<file path="config.mk">
export PLATFORM = sky130hd
export DESIGN_NAME = url_percent_decoder
export DESIGN_NICKNAME = d
export VERILOG_FILES = /design/src/urlpd_pkg.sv /design/src/urlpd_front.sv /design/src/urlpd_queue.sv /design/src/urlpd_back.sv /design/src/url_percent_decoder.sv
export SDC_FILE = /design/constraint.sdc
export NUM_CORES = 1
export LEC_CHECK = 0
export BUFFER_PORTS_ARGS = -buffer_cell sky130_fd_sc_hd__buf_2
export CAP_MARGIN = 20
export CORE_MARGIN = 8
export CORE_UTILIZATION = 59
export DETAILED_ROUTE_END_ITERATION = 10
export PLACE_DENSITY = 0.78
export SLEW_MARGIN = 20
export SYNTH_ARGS = -nofsm -noshare
export SYNTH_HDL_FRONTEND = slang
export SYNTH_SLANG_ARGS = --single-unit
</file>
<file path="constraint.sdc">
create_clock -name clk -period 10.4 [get_ports clk]
set_clock_uncertainty 0.05 [all_clocks]
set_input_delay 3.12 -clock clk [delete_from_list [all_inputs] [get_ports clk]]
set_output_delay 3.12 -clock clk [all_outputs]
set_load 0.02 [all_outputs]
</file>
<file path="src/urlpd_pkg.sv">
`timescale 1ns / 1ps
`default_nettype none

package urlpd_pkg;

  localparam int QUEUE_DEPTH_DEFAULT = 4;
  localparam logic [7:0] MAX_OUT_CHARS_RESET = 8'd127;

  localparam logic [7:0] CHAR_PCT   = 8'h25;
  localparam logic [7:0] CHAR_PLUS  = 8'h2b;
  localparam logic [7:0] CHAR_MARK  = 8'h3f;
  localparam logic [7:0] CHAR_SPACE = 8'h20;
  localparam logic [7:0] PRINT_LO   = 8'h20;
  localparam logic [7:0] PRINT_END  = 8'h7f;
  localparam logic [3:0] HEX_ALPHA  = 4'd10;

  localparam logic REG_MAX_OUT_CHARS = 1'b0;

  typedef enum logic [1:0] {
    PH_IDLE = 2'd0,
    PH_PCT  = 2'd1,
    PH_DIG  = 2'd2
  } phase_t;

  typedef struct packed {
    logic [2:0][7:0] chars;
    logic [1:0]      nchar;
    logic            eos;
  } run_t;

  function automatic logic is_hex(input logic [7:0] b);
    is_hex = (b inside {[8'h30:8'h39], [8'h61:8'h66], [8'h41:8'h46]});
  endfunction

  function automatic logic [3:0] hex_val(input logic [7:0] b);
    logic [7:0] d;
    d = 8'd0;
    if (b inside {[8'h30:8'h39]}) begin
      d = b - 8'h30;
    end else if (b inside {[8'h61:8'h66]}) begin
      d = b - 8'h61 + {4'd0, HEX_ALPHA};
    end else begin
      d = b - 8'h41 + {4'd0, HEX_ALPHA};
    end
    hex_val = d[3:0];
  endfunction

  function automatic logic [7:0] printable(input logic [7:0] b);
    printable = (b >= PRINT_LO && b < PRINT_END) ? b : CHAR_MARK;
  endfunction

  function automatic logic [7:0] plain_map(input logic [7:0] b);
    plain_map = (b == CHAR_PLUS) ? CHAR_SPACE : printable(b);
  endfunction

endpackage

`default_nettype wire

</file>
<file path="src/urlpd_front.sv">
`timescale 1ns / 1ps
`default_nettype none

module urlpd_front (
  input  wire logic              clk,
  input  wire logic              rst,
  input  wire logic [7:0]        max_out_chars,
  input  wire logic [7:0]        in_byte,
  input  wire logic              is_last,
  input  wire logic              accept,
  output logic                   q_push,
  output urlpd_pkg::run_t        q_data
);

  urlpd_pkg::phase_t phase, phase_next, phase_mid;
  logic [7:0] held, held_next, held_mid;
  logic [7:0] count, count_next;

  logic [3:0][7:0] cand;
  logic [2:0]      len;
  logic [1:0]      k;
  logic [7:0]      avail;
  logic            hb, pct_req, pct_ok, set_held, close, zero_byte;

  always_ff @(posedge clk) begin
    if (rst) begin
      phase <= urlpd_pkg::PH_IDLE;
      held  <= 8'd0;
      count <= 8'd0;
    end else if (accept) begin
      phase <= phase_next;
      held  <= held_next;
      count <= count_next;
    end
  end

  always_comb begin
    cand      = '0;
    len       = 3'd0;
    pct_req   = 1'b0;
    set_held  = 1'b0;
    zero_byte = (in_byte == 8'd0);
    hb        = urlpd_pkg::is_hex(in_byte);
    avail     = (count < max_out_chars) ? (max_out_chars - count) : 8'd0;

    case (phase)
      urlpd_pkg::PH_IDLE: begin
        if (in_byte == urlpd_pkg::CHAR_PCT) begin
          pct_req = 1'b1;
        end else begin
          cand[0] = urlpd_pkg::plain_map(in_byte);
          len     = 3'd1;
        end
      end
      urlpd_pkg::PH_PCT: begin
        if (hb) begin
          set_held = 1'b1;
        end else begin
          cand[0] = urlpd_pkg::CHAR_PCT;
          len     = 3'd1;
          if (in_byte == urlpd_pkg::CHAR_PCT) begin
            pct_req = 1'b1;
          end else begin
            cand[1] = urlpd_pkg::plain_map(in_byte);
            len     = 3'd2;
          end
        end
      end
      urlpd_pkg::PH_DIG: begin
        if (hb) begin
          cand[0] = urlpd_pkg::printable({urlpd_pkg::hex_val(held),
                                          urlpd_pkg::hex_val(in_byte)});
          len     = 3'd1;
        end else begin
          cand[0] = urlpd_pkg::CHAR_PCT;
          cand[1] = held;
          len     = 3'd2;
          if (in_byte == urlpd_pkg::CHAR_PCT) begin
            pct_req = 1'b1;
          end else begin
            cand[2] = urlpd_pkg::plain_map(in_byte);
            len     = 3'd3;
          end
        end
      end
      default: begin
        len = 3'd0;
      end
    endcase

    if (zero_byte) begin
      cand     = '0;
      len      = 3'd0;
      pct_req  = 1'b0;
      set_held = 1'b0;
    end

    pct_ok   = pct_req && ({5'd0, len} < avail);
    held_mid = set_held ? in_byte : held;
    if (pct_ok) begin
      phase_mid = urlpd_pkg::PH_PCT;
    end else if (set_held) begin
      phase_mid = urlpd_pkg::PH_DIG;
    end else if (zero_byte) begin
      phase_mid = phase;
    end else begin
      phase_mid = urlpd_pkg::PH_IDLE;
    end

    close = zero_byte || is_last;
    if (close && phase_mid != urlpd_pkg::PH_IDLE) begin
      cand[len[1:0]] = urlpd_pkg::CHAR_PCT;
      len            = len + 3'd1;
      if (phase_mid == urlpd_pkg::PH_DIG) begin
        cand[len[1:0]] = held_mid;
        len            = len + 3'd1;
      end
    end

    k = ({5'd0, len} <= avail) ? len[1:0] : avail[1:0];

    if (close) begin
      phase_next = urlpd_pkg::PH_IDLE;
      held_next  = 8'd0;
      count_next = 8'd0;
    end else begin
      phase_next = phase_mid;
      held_next  = held_mid;
      count_next = count + {6'd0, k};
    end

    q_data.chars = cand[2:0];
    q_data.nchar = k;
    q_data.eos   = close;
    q_push       = accept && (k != 2'd0 || close);
  end

endmodule

`default_nettype wire

</file>
<file path="src/urlpd_queue.sv">
`timescale 1ns / 1ps
`default_nettype none

module urlpd_queue #(
  parameter int DEPTH = urlpd_pkg::QUEUE_DEPTH_DEFAULT
) (
  input  wire logic              clk,
  input  wire logic              rst,
  input  wire logic              push,
  input  wire urlpd_pkg::run_t   wr_data,
  output logic                   full,
  input  wire logic              pop,
  output urlpd_pkg::run_t        rd_data,
  output logic                   empty
);

  localparam int PW = (DEPTH > 1) ? $clog2(DEPTH) : 1;
  localparam int CW = $clog2(DEPTH + 1);
  localparam logic [PW-1:0] LAST_PTR = PW'(DEPTH - 1);
  localparam logic [CW-1:0] FULL_CNT = CW'(DEPTH);

  urlpd_pkg::run_t slots [DEPTH];
  logic [PW-1:0] wr_ptr, rd_ptr;
  logic [CW-1:0] fill;
  logic          do_push, do_pop;

  assign full    = (fill == FULL_CNT);
  assign empty   = (fill == '0);
  assign do_push = push && !full;
  assign do_pop  = pop && !empty;
  assign rd_data = slots[rd_ptr];

  always_ff @(posedge clk) begin
    if (do_push) begin
      slots[wr_ptr] <= wr_data;
    end
  end

  always_ff @(posedge clk) begin
    if (rst) begin
      wr_ptr <= '0;
      rd_ptr <= '0;
      fill   <= '0;
    end else begin
      if (do_push) begin
        wr_ptr <= (wr_ptr == LAST_PTR) ? '0 : wr_ptr + PW'(1);
      end
      if (do_pop) begin
        rd_ptr <= (rd_ptr == LAST_PTR) ? '0 : rd_ptr + PW'(1);
      end
      if (do_push && !do_pop) begin
        fill <= fill + CW'(1);
      end else if (do_pop && !do_push) begin
        fill <= fill - CW'(1);
      end
    end
  end

endmodule

`default_nettype wire

</file>
<file path="src/urlpd_back.sv">
`timescale 1ns / 1ps
`default_nettype none

module urlpd_back (
  input  wire logic              clk,
  input  wire logic              rst,
  input  wire logic              q_empty,
  input  wire urlpd_pkg::run_t   q_data,
  output logic                   q_pop,
  output logic                   empty,
  input  wire logic              pop,
  output logic [7:0]             out_byte,
  output logic                   end_of_string,
  output logic                   last_of_run
);

  urlpd_pkg::run_t cur;
  logic            cur_valid;
  logic [1:0]      idx;
  logic [2:0]      nres;
  logic            at_last, take;
  logic [7:0]      sel;

  assign nres    = {1'b0, cur.nchar} + {2'd0, cur.eos};
  assign at_last = ({1'b0, idx} == nres - 3'd1);
  assign take    = pop && cur_valid;
  assign q_pop   = !q_empty && (!cur_valid || (take && at_last));
  assign empty   = !cur_valid;

  always_ff @(posedge clk) begin
    if (q_pop) begin
      cur <= q_data;
    end
  end

  always_ff @(posedge clk) begin
    if (rst) begin
      cur_valid <= 1'b0;
      idx       <= 2'd0;
    end else if (q_pop) begin
      cur_valid <= 1'b1;
      idx       <= 2'd0;
    end else if (take) begin
      if (at_last) begin
        cur_valid <= 1'b0;
      end else begin
        idx <= idx + 2'd1;
      end
    end
  end

  always_comb begin
    case (idx)
      2'd0:    sel = cur.chars[0];
      2'd1:    sel = cur.chars[1];
      2'd2:    sel = cur.chars[2];
      default: sel = 8'd0;
    endcase
    out_byte      = (idx < cur.nchar) ? sel : 8'd0;
    end_of_string = cur.eos && (idx == cur.nchar);
    last_of_run   = at_last;
  end

endmodule

`default_nettype wire

</file>
<file path="src/url_percent_decoder.sv">
`timescale 1ns / 1ps
`default_nettype none

// channel   direction  handshake            payload
// input     in         push / full          in_byte, is_last
// result    out        pop / empty          out_byte, end_of_string, last_of_run
// config    in         psel/penable/pwrite  paddr, pwdata, prdata, pready
//
// One input item is taken per cycle while full is low; it yields zero to four results, one per cycle.
// The result side drains one result per cycle while pop is high, so items of one result run at full rate.
// A queue of QUEUE_DEPTH runs sits between decode and output; full rises when it fills.
// Reset clears escape state, character count and queue; max_out_chars returns to 127.

module url_percent_decoder #(
  parameter int QUEUE_DEPTH = urlpd_pkg::QUEUE_DEPTH_DEFAULT
) (
  input  wire logic        clk,
  input  wire logic        rst,
  input  wire logic        push,
  output logic             full,
  input  wire logic [7:0]  in_byte,
  input  wire logic        is_last,
  output logic             empty,
  input  wire logic        pop,
  output logic [7:0]       out_byte,
  output logic             end_of_string,
  output logic             last_of_run,
  input  wire logic        psel,
  input  wire logic        penable,
  input  wire logic        pwrite,
  input  wire logic [2:0]  paddr,
  input  wire logic [31:0] pwdata,
  output logic [31:0]      prdata,
  output logic             pready
);

  logic [7:0]      max_out_chars;
  logic            accept, q_push, q_full, q_empty, q_pop;
  urlpd_pkg::run_t q_wr, q_rd;

  assign pready = 1'b1;
  assign prdata = (paddr[2] == urlpd_pkg::REG_MAX_OUT_CHARS) ? {24'd0, max_out_chars} : 32'd0;

  always_ff @(posedge clk) begin
    if (rst) begin
      max_out_chars <= urlpd_pkg::MAX_OUT_CHARS_RESET;
    end else if (psel && penable && pwrite && pready &&
                 paddr[2] == urlpd_pkg::REG_MAX_OUT_CHARS) begin
      max_out_chars <= pwdata[7:0];
    end
  end

  assign full   = q_full;
  assign accept = push && !q_full;

  urlpd_front u_front (
    .clk           (clk),
    .rst           (rst),
    .max_out_chars (max_out_chars),
    .in_byte       (in_byte),
    .is_last       (is_last),
    .accept        (accept),
    .q_push        (q_push),
    .q_data        (q_wr)
  );

  urlpd_queue #(
    .DEPTH (QUEUE_DEPTH)
  ) u_queue (
    .clk     (clk),
    .rst     (rst),
    .push    (q_push),
    .wr_data (q_wr),
    .full    (q_full),
    .pop     (q_pop),
    .rd_data (q_rd),
    .empty   (q_empty)
  );

  urlpd_back u_back (
    .clk           (clk),
    .rst           (rst),
    .q_empty       (q_empty),
    .q_data        (q_rd),
    .q_pop         (q_pop),
    .empty         (empty),
    .pop           (pop),
    .out_byte      (out_byte),
    .end_of_string (end_of_string),
    .last_of_run   (last_of_run)
  );

  a_run_nonempty: assert property (@(posedge clk) disable iff (rst)
    q_push |-> (q_wr.nchar != 2'd0 || q_wr.eos))
    else $error("queued run carries no result");

  a_term_shape: assert property (@(posedge clk) disable iff (rst)
    (!empty && end_of_string) |-> (out_byte == 8'd0 && last_of_run))
    else $error("terminator result malformed");

  a_char_printable: assert property (@(posedge clk) disable iff (rst)
    (!empty && !end_of_string) |-> (out_byte >= 8'h20 && out_byte < 8'h7f))
    else $error("character result not printable");

endmodule

`default_nettype wire

</file>
# == Word-level counts from Yosys, hierarchy flattened ==
# Memory sizes are Yosys's and may differ from the RTL's. A register that Yosys moved wholly into a read port is not among the register bits.
# Index checks and enable logic that the tools add are counted.
# classes
addsub,21
order_cmp,22
eq_ne,12
muxes,63
n_bitwise,5
reduce_logical,46
# ops
cell,count
$mux W8,14
$mux W24,3
$pmux W8 S3,2
$bwmux W32,1
$demux W8 S2,2
$ge A8 B6 Y1 const B,4
$mux W16,2
$mux W4,8
$ge A8 B7 Y1 const B,3
$le A8 B7 Y1 const B,3
$logic_and A1 B1 Y1,24
$sub A4 B1 Y4 const B,6
$mux W3,7
$and A15 B20 Y20,1
$not A20 Y20,1
$add A4 B4 Y4 const B,4
$eq A8 B6 Y1 const B,2
$le A8 B6 Y1 const B,2
$lt A8 B7 Y1 const B,2
$mux W2,8
$pmux W8 S2,1
$mux W1,13
$or A9 B12 Y12,1
$eq A2 B2 Y1 const B,5
other kinds (28),50
# totals
ff_bits,36
mem_bits_rw,108
in_bits,51
output_inout_bits,45
wordCells,179
n_memories,1
# memory_table
memory,words,word_bits,rd,rd_ports_with_merged_regs,wr,line,source
u_queue.slots,4,27,1,1,1,urlpd_queue.sv:22,urlpd_pkg::run_t slots [DEPTH];

# == Depth between registers and ports, before layout ==
# depth
word_depth,22
depth_mapped,30
ltp_nobuf,30

# == By module ==
# From an unflattened synthesis, not the netlist that was laid out.
# hier_totals
cells_unflattened,766
hier_area_um2,9345.2
# by_module_without_submodules
mod,n_inst,cells_each,area_each_um2,seq_area_each_um2
urlpd_queue,1,191,4399.2,3423.3
urlpd_front,1,414,3067.9,360.3
urlpd_back,1,90,1276.2,870.8
url_percent_decoder,1,71,601.8,160.2

# == Worst setup path after synthesis ==
# OpenSTA, ideal clock, no wires.
# synth_timing
path_type,in2reg
from,input in_byte[1]
to,register u_front.count[7]
arrival_ns,8.041
required_ns,10.232
setup_slack_ns,2.192
stages,27
n_path_buf,1
path_cell_list,inv_1 > ha_1 > o21bai_1 > a2111oi_4 > nor2_1 > nand3_1 > inv_1 > ha_1 > nor3_1 > o21a_1 > a21oi_2 > a21oi_1 > buf_6 > mux2i_1 > ha_1 > a21o_1 > a21oi_1 > a31oi_1 > and2_1 > o31ai_1 > ha_1 > a21oi_1 > or3_1 > nor3_1 > nand3_1 > xnor2_1 > nor2_1
# synth_lines
element,line,source
from (decl),url_percent_decoder.sv:21,"input wire logic [7:0] in_byte,"
to (signal assigned),urlpd_front.sv:33,count <= count_next;
to (decl),urlpd_front.sv:17,"logic [7:0] count, count_next;"

==> impl_metrics.toml <==
[yosys]
synth_top_family_by_area = "simple AND/OR/NAND/NOR gates"
synth-seq-area-share_pct = 54.0
synth-xor-area-share_pct = 1.98
synth_warnings = 0
synth.ff_latch_count = 171
synth-adder-area-share_pct = 7.19
ys.flop_type = "edfxtp_1"
async_flop_share_pct = 0
yosys.area_share.simple_pct = 12.1
ys_types = 74
syn_area_um2 = 8840
synth_edf_count = 135
synth_compound_area_share_pct = 11.3
synth.avg_cell_area_um2 = 12.2
synthMuxAreaShare_pct = 8.27
syn_inst = 722

[setup_path]
required_ns = 10.66
end_kind = "flip-flop"
cp_max_fo = 11
worstSetupStartpointType = "input pin"
crit_arrival_ns = 9.31
critPathKind = "input pin to flip-flop"

[cts]
insertion_delay_ns = 0.42
clockBufferDepth = 2
clock_sinks = 171
cts_tree = "built"
cts-resized-gates = 0
path_clk_slew_ns = 0.06
cts_post_setup_buffers_inserted = 0
clockRootBuffer = "clkbuf_16"
htree_levels = 4
cts_hold_buf = 0
numCtsBuffers = 17

[sta]
slew_violations = 0
max_freq_mhz = 111
finalHoldViolations = 0
period_share_pct = 87.0
setup_violations = 0
fin_setup_tns_ns = 0
rsz0062_at_grt = "no"
layout_min_cycle_time_ns = 9.05
worst_pin_slew_ns = 0.981
slew_headroom_pct = 34.1

[flow_run]
maxCapViolations = 0

[cells_and_area]
drive_gt1_share_pct = 15.6
n_antenna_cell = 0
final_util_pct = 66.6
num-fill-cells = 1056
area_delta_synth_final_pct = 9.85
nets = 866

[power_and_ir_drop]
comb_power_share_pct = 21.8
p_seq_share_pct = 47.1
p_leak_nw = 3.63
ir_drop_v = 0.000110
power_density_nw_per_um2 = 203
swShare_pct = 29.1
clkPwrFrac_pct = 31.1
power.internal_w = 0.00140
switchingPower_w = 0.000575

[global_routing]
grt_pass1_vias = 6020
grt_use_total_pct = 20.3
overflow = 0
antenna_found_initial = 0
grt_max_degree = 34
grt_pass1_wl_um = 31100

[hold_path]
hold_class = "flip-flop to flip-flop"

[drt]
viasPerCell = 6.17
route.detailed.wl_per_inst_um = 20.1
dr.pass1.iters = 5
wl_um = 19400
ant_nets = 0
drt_iter0_drc = 521
drc = 0
dr_total_vias = 5932

[run_status]
outcome = "finished, final reports clean"

[floorplanning]
num_rows = 44
die_w_um = 138
core_um2 = 14600
die_h_um = 138
initial_core_util_pct = 60.6
pin_count = 96
die_area_um2 = 19200

[place]
post-dp-hpwl_um = 13400
place_congestion = 0.955
io_buffers = 44
-- per-stage QoR --
step | hold WS (ns) | setup WS, ns | cell area, um2 | cells | total power (W)
floorplan | 0.399 | 2.19 | 8930 | 745 | 0.00125
global placement | 0.414 | 1.28 | 9140 | 931 | 0.00135
detailed placement | 0.435 | 1.08 | 9140 | 931 | 0.00138
CTS | 0.444 | 1.49 | 9710 | 962 | 0.00199
global route | 0.479 | 0.901 | 9710 | 962 | 0.00207
finish | 0.438 | 1.35 | 9710 | 962 | 0.00197
-- power by group through the flow --
| stage | sequential [W] | combinational [W] | clock [W] |
|---|---|---|---|
| 3_5_place_dp | 0.000946 | 0.000435 | 0 |
| 5_1_grt | 0.000942 | 0.000473 | 0.000651 |
| 4_1_cts | 0.000933 | 0.000438 | 0.000621 |
| 6_report | 0.000929 | 0.000430 | 0.000613 |
| 3_3_place_gp | 0.000936 | 0.000413 | 0 |
| 2_1_floorplan | 0.000909 | 0.000337 | 0 |
-- synthesized netlist by cell type, types with 5 or more instances --
library cell	instances	area share, %
a21o_1	5	0.42
a21oi_1	28	1.6
a222oi_1	8	0.91
a22oi_1	19	1.6
a31oi_1	9	0.64
and2_1	13	0.92
and3_1	6	0.42
buf_4	25	2.1
clkbuf_1	17	0.72
dfxtp_1	36	8.2
edfxtp_1	135	46
ha_1	46	6.5
inv_1	40	1.7
mux2i_1	10	1.1
mux4_2	27	6.9
nand2_1	52	2.2
nand2b_1	7	0.50
nand3_1	14	0.79
nand3b_1	7	0.59
nand4_1	5	0.35
nor2_1	57	2.4
nor2b_1	10	0.71
nor3_1	17	0.96
o21a_1	7	0.59
o21ai_0	14	0.79
o22ai_1	9	0.64
or3_1	5	0.35
xnor2_1	14	1.4
xor2_1	6	0.59
-- flip-flops by register name, summed over array words and instances (netlist names) --
name,count
u_queue.slots,108
u_back.cur,27
max_out_chars,8
u_front.count,8
u_front.held,8
u_queue.fill,3
u_back.idx,2
u_front.phase,2
u_queue.rd_ptr,2
u_queue.wr_ptr,2
u_back.cur_valid,1
-- cells by family (layout without fill, tap and decap cells) --
group / Yosys count / in the layout
simple gates: 213 / 213
flops: 171 / 171
other cells: 2 / 25
mux: 39 / 39
compound gates: 139 / 139
fa+ha+maj: 49 / 49
buf+inv: 89 / 122
xor+xnor: 20 / 20
-- final timing paths --
| kind | end | slack (ns) | cells past startpoint | start |
|---|---|---|---|---|
| hold / removal | max_out_chars[7] | 0.44 | 2 | max_out_chars[7] |
| setup / recovery | u_front.count[7] | 1.35 | 28 | in_byte[1] |
| hold reg to reg | max_out_chars[7] | 0.44 | 2 | max_out_chars[7] |
| setup reg to reg | u_front.count[7] | 4.25 | 26 | max_out_chars[0] |
-- worst max-delay path, cell delays in order --
cell and delay (ns):
buf_2 0.14, inv_1 0.15, ha_1 0.28, o21bai_1 0.16, a2111oi_4 0.59, nor2_1 0.23
nand3_1 0.27, inv_1 0.16, ha_1 0.24, nor3_1 0.16, o21a_1 0.18, a21oi_2 0.08
a21oi_1 0.15, buf_4 0.19, mux2i_1 0.26, ha_1 0.29, a21o_1 0.16, a21oi_1 0.16
a31oi_1 0.09, and2_1 0.20, o31ai_1 0.65, ha_1 0.31, a21oi_1 0.09, or3_1 0.36
nor3_1 0.29, nand3_1 0.14, xnor2_1 0.15, nor2_1 0.05
-- routing by layer --
| layer | wire [um] | track usage [%] | vias up |
|---|---|---|---|
| met5 | 0 | 0 | - |
| met4 | 346 | 7.04 | 0 |
| met3 | 1160 | 4.08 | 36 |
| met2 | 9800 | 34.6 | 217 |
| met1 | 8070 | 25.2 | 2934 |
| li1 | - | - | 2745 |
-- cells in the final DEF (no fill, tap or decap), types with 9 or more instances in the layout --
master and count:
nor3_1 17, nand2_1 52, inv_1 39, edfxtp_1 135
buf_2 44, and2_1 13, o22ai_1 9, a21oi_1 28
mux4_2 27, nand3_1 14, mux2i_1 10, xnor2_1 14
ha_1 46, a31oi_1 9, o21ai_0 14, a22oi_1 19
nor2b_1 10, conb_1 25, clkbuf_16 17, nor2_1 57
dfxtp_1 35
-- layout make-up --
type	count	area, um2	share of cell area [%]
Clock buffer	18	429	4.42
Clock inverter	13	143	1.47
Inverter	40	150	1.55
Multi-Input combinational cell	485	3710	38.2
Sequential cell	171	4780	49.2
Tap cell	184	230	2.37
Timing Repair Buffer	51	273	2.81
Power figures use the tool's default switching activity.
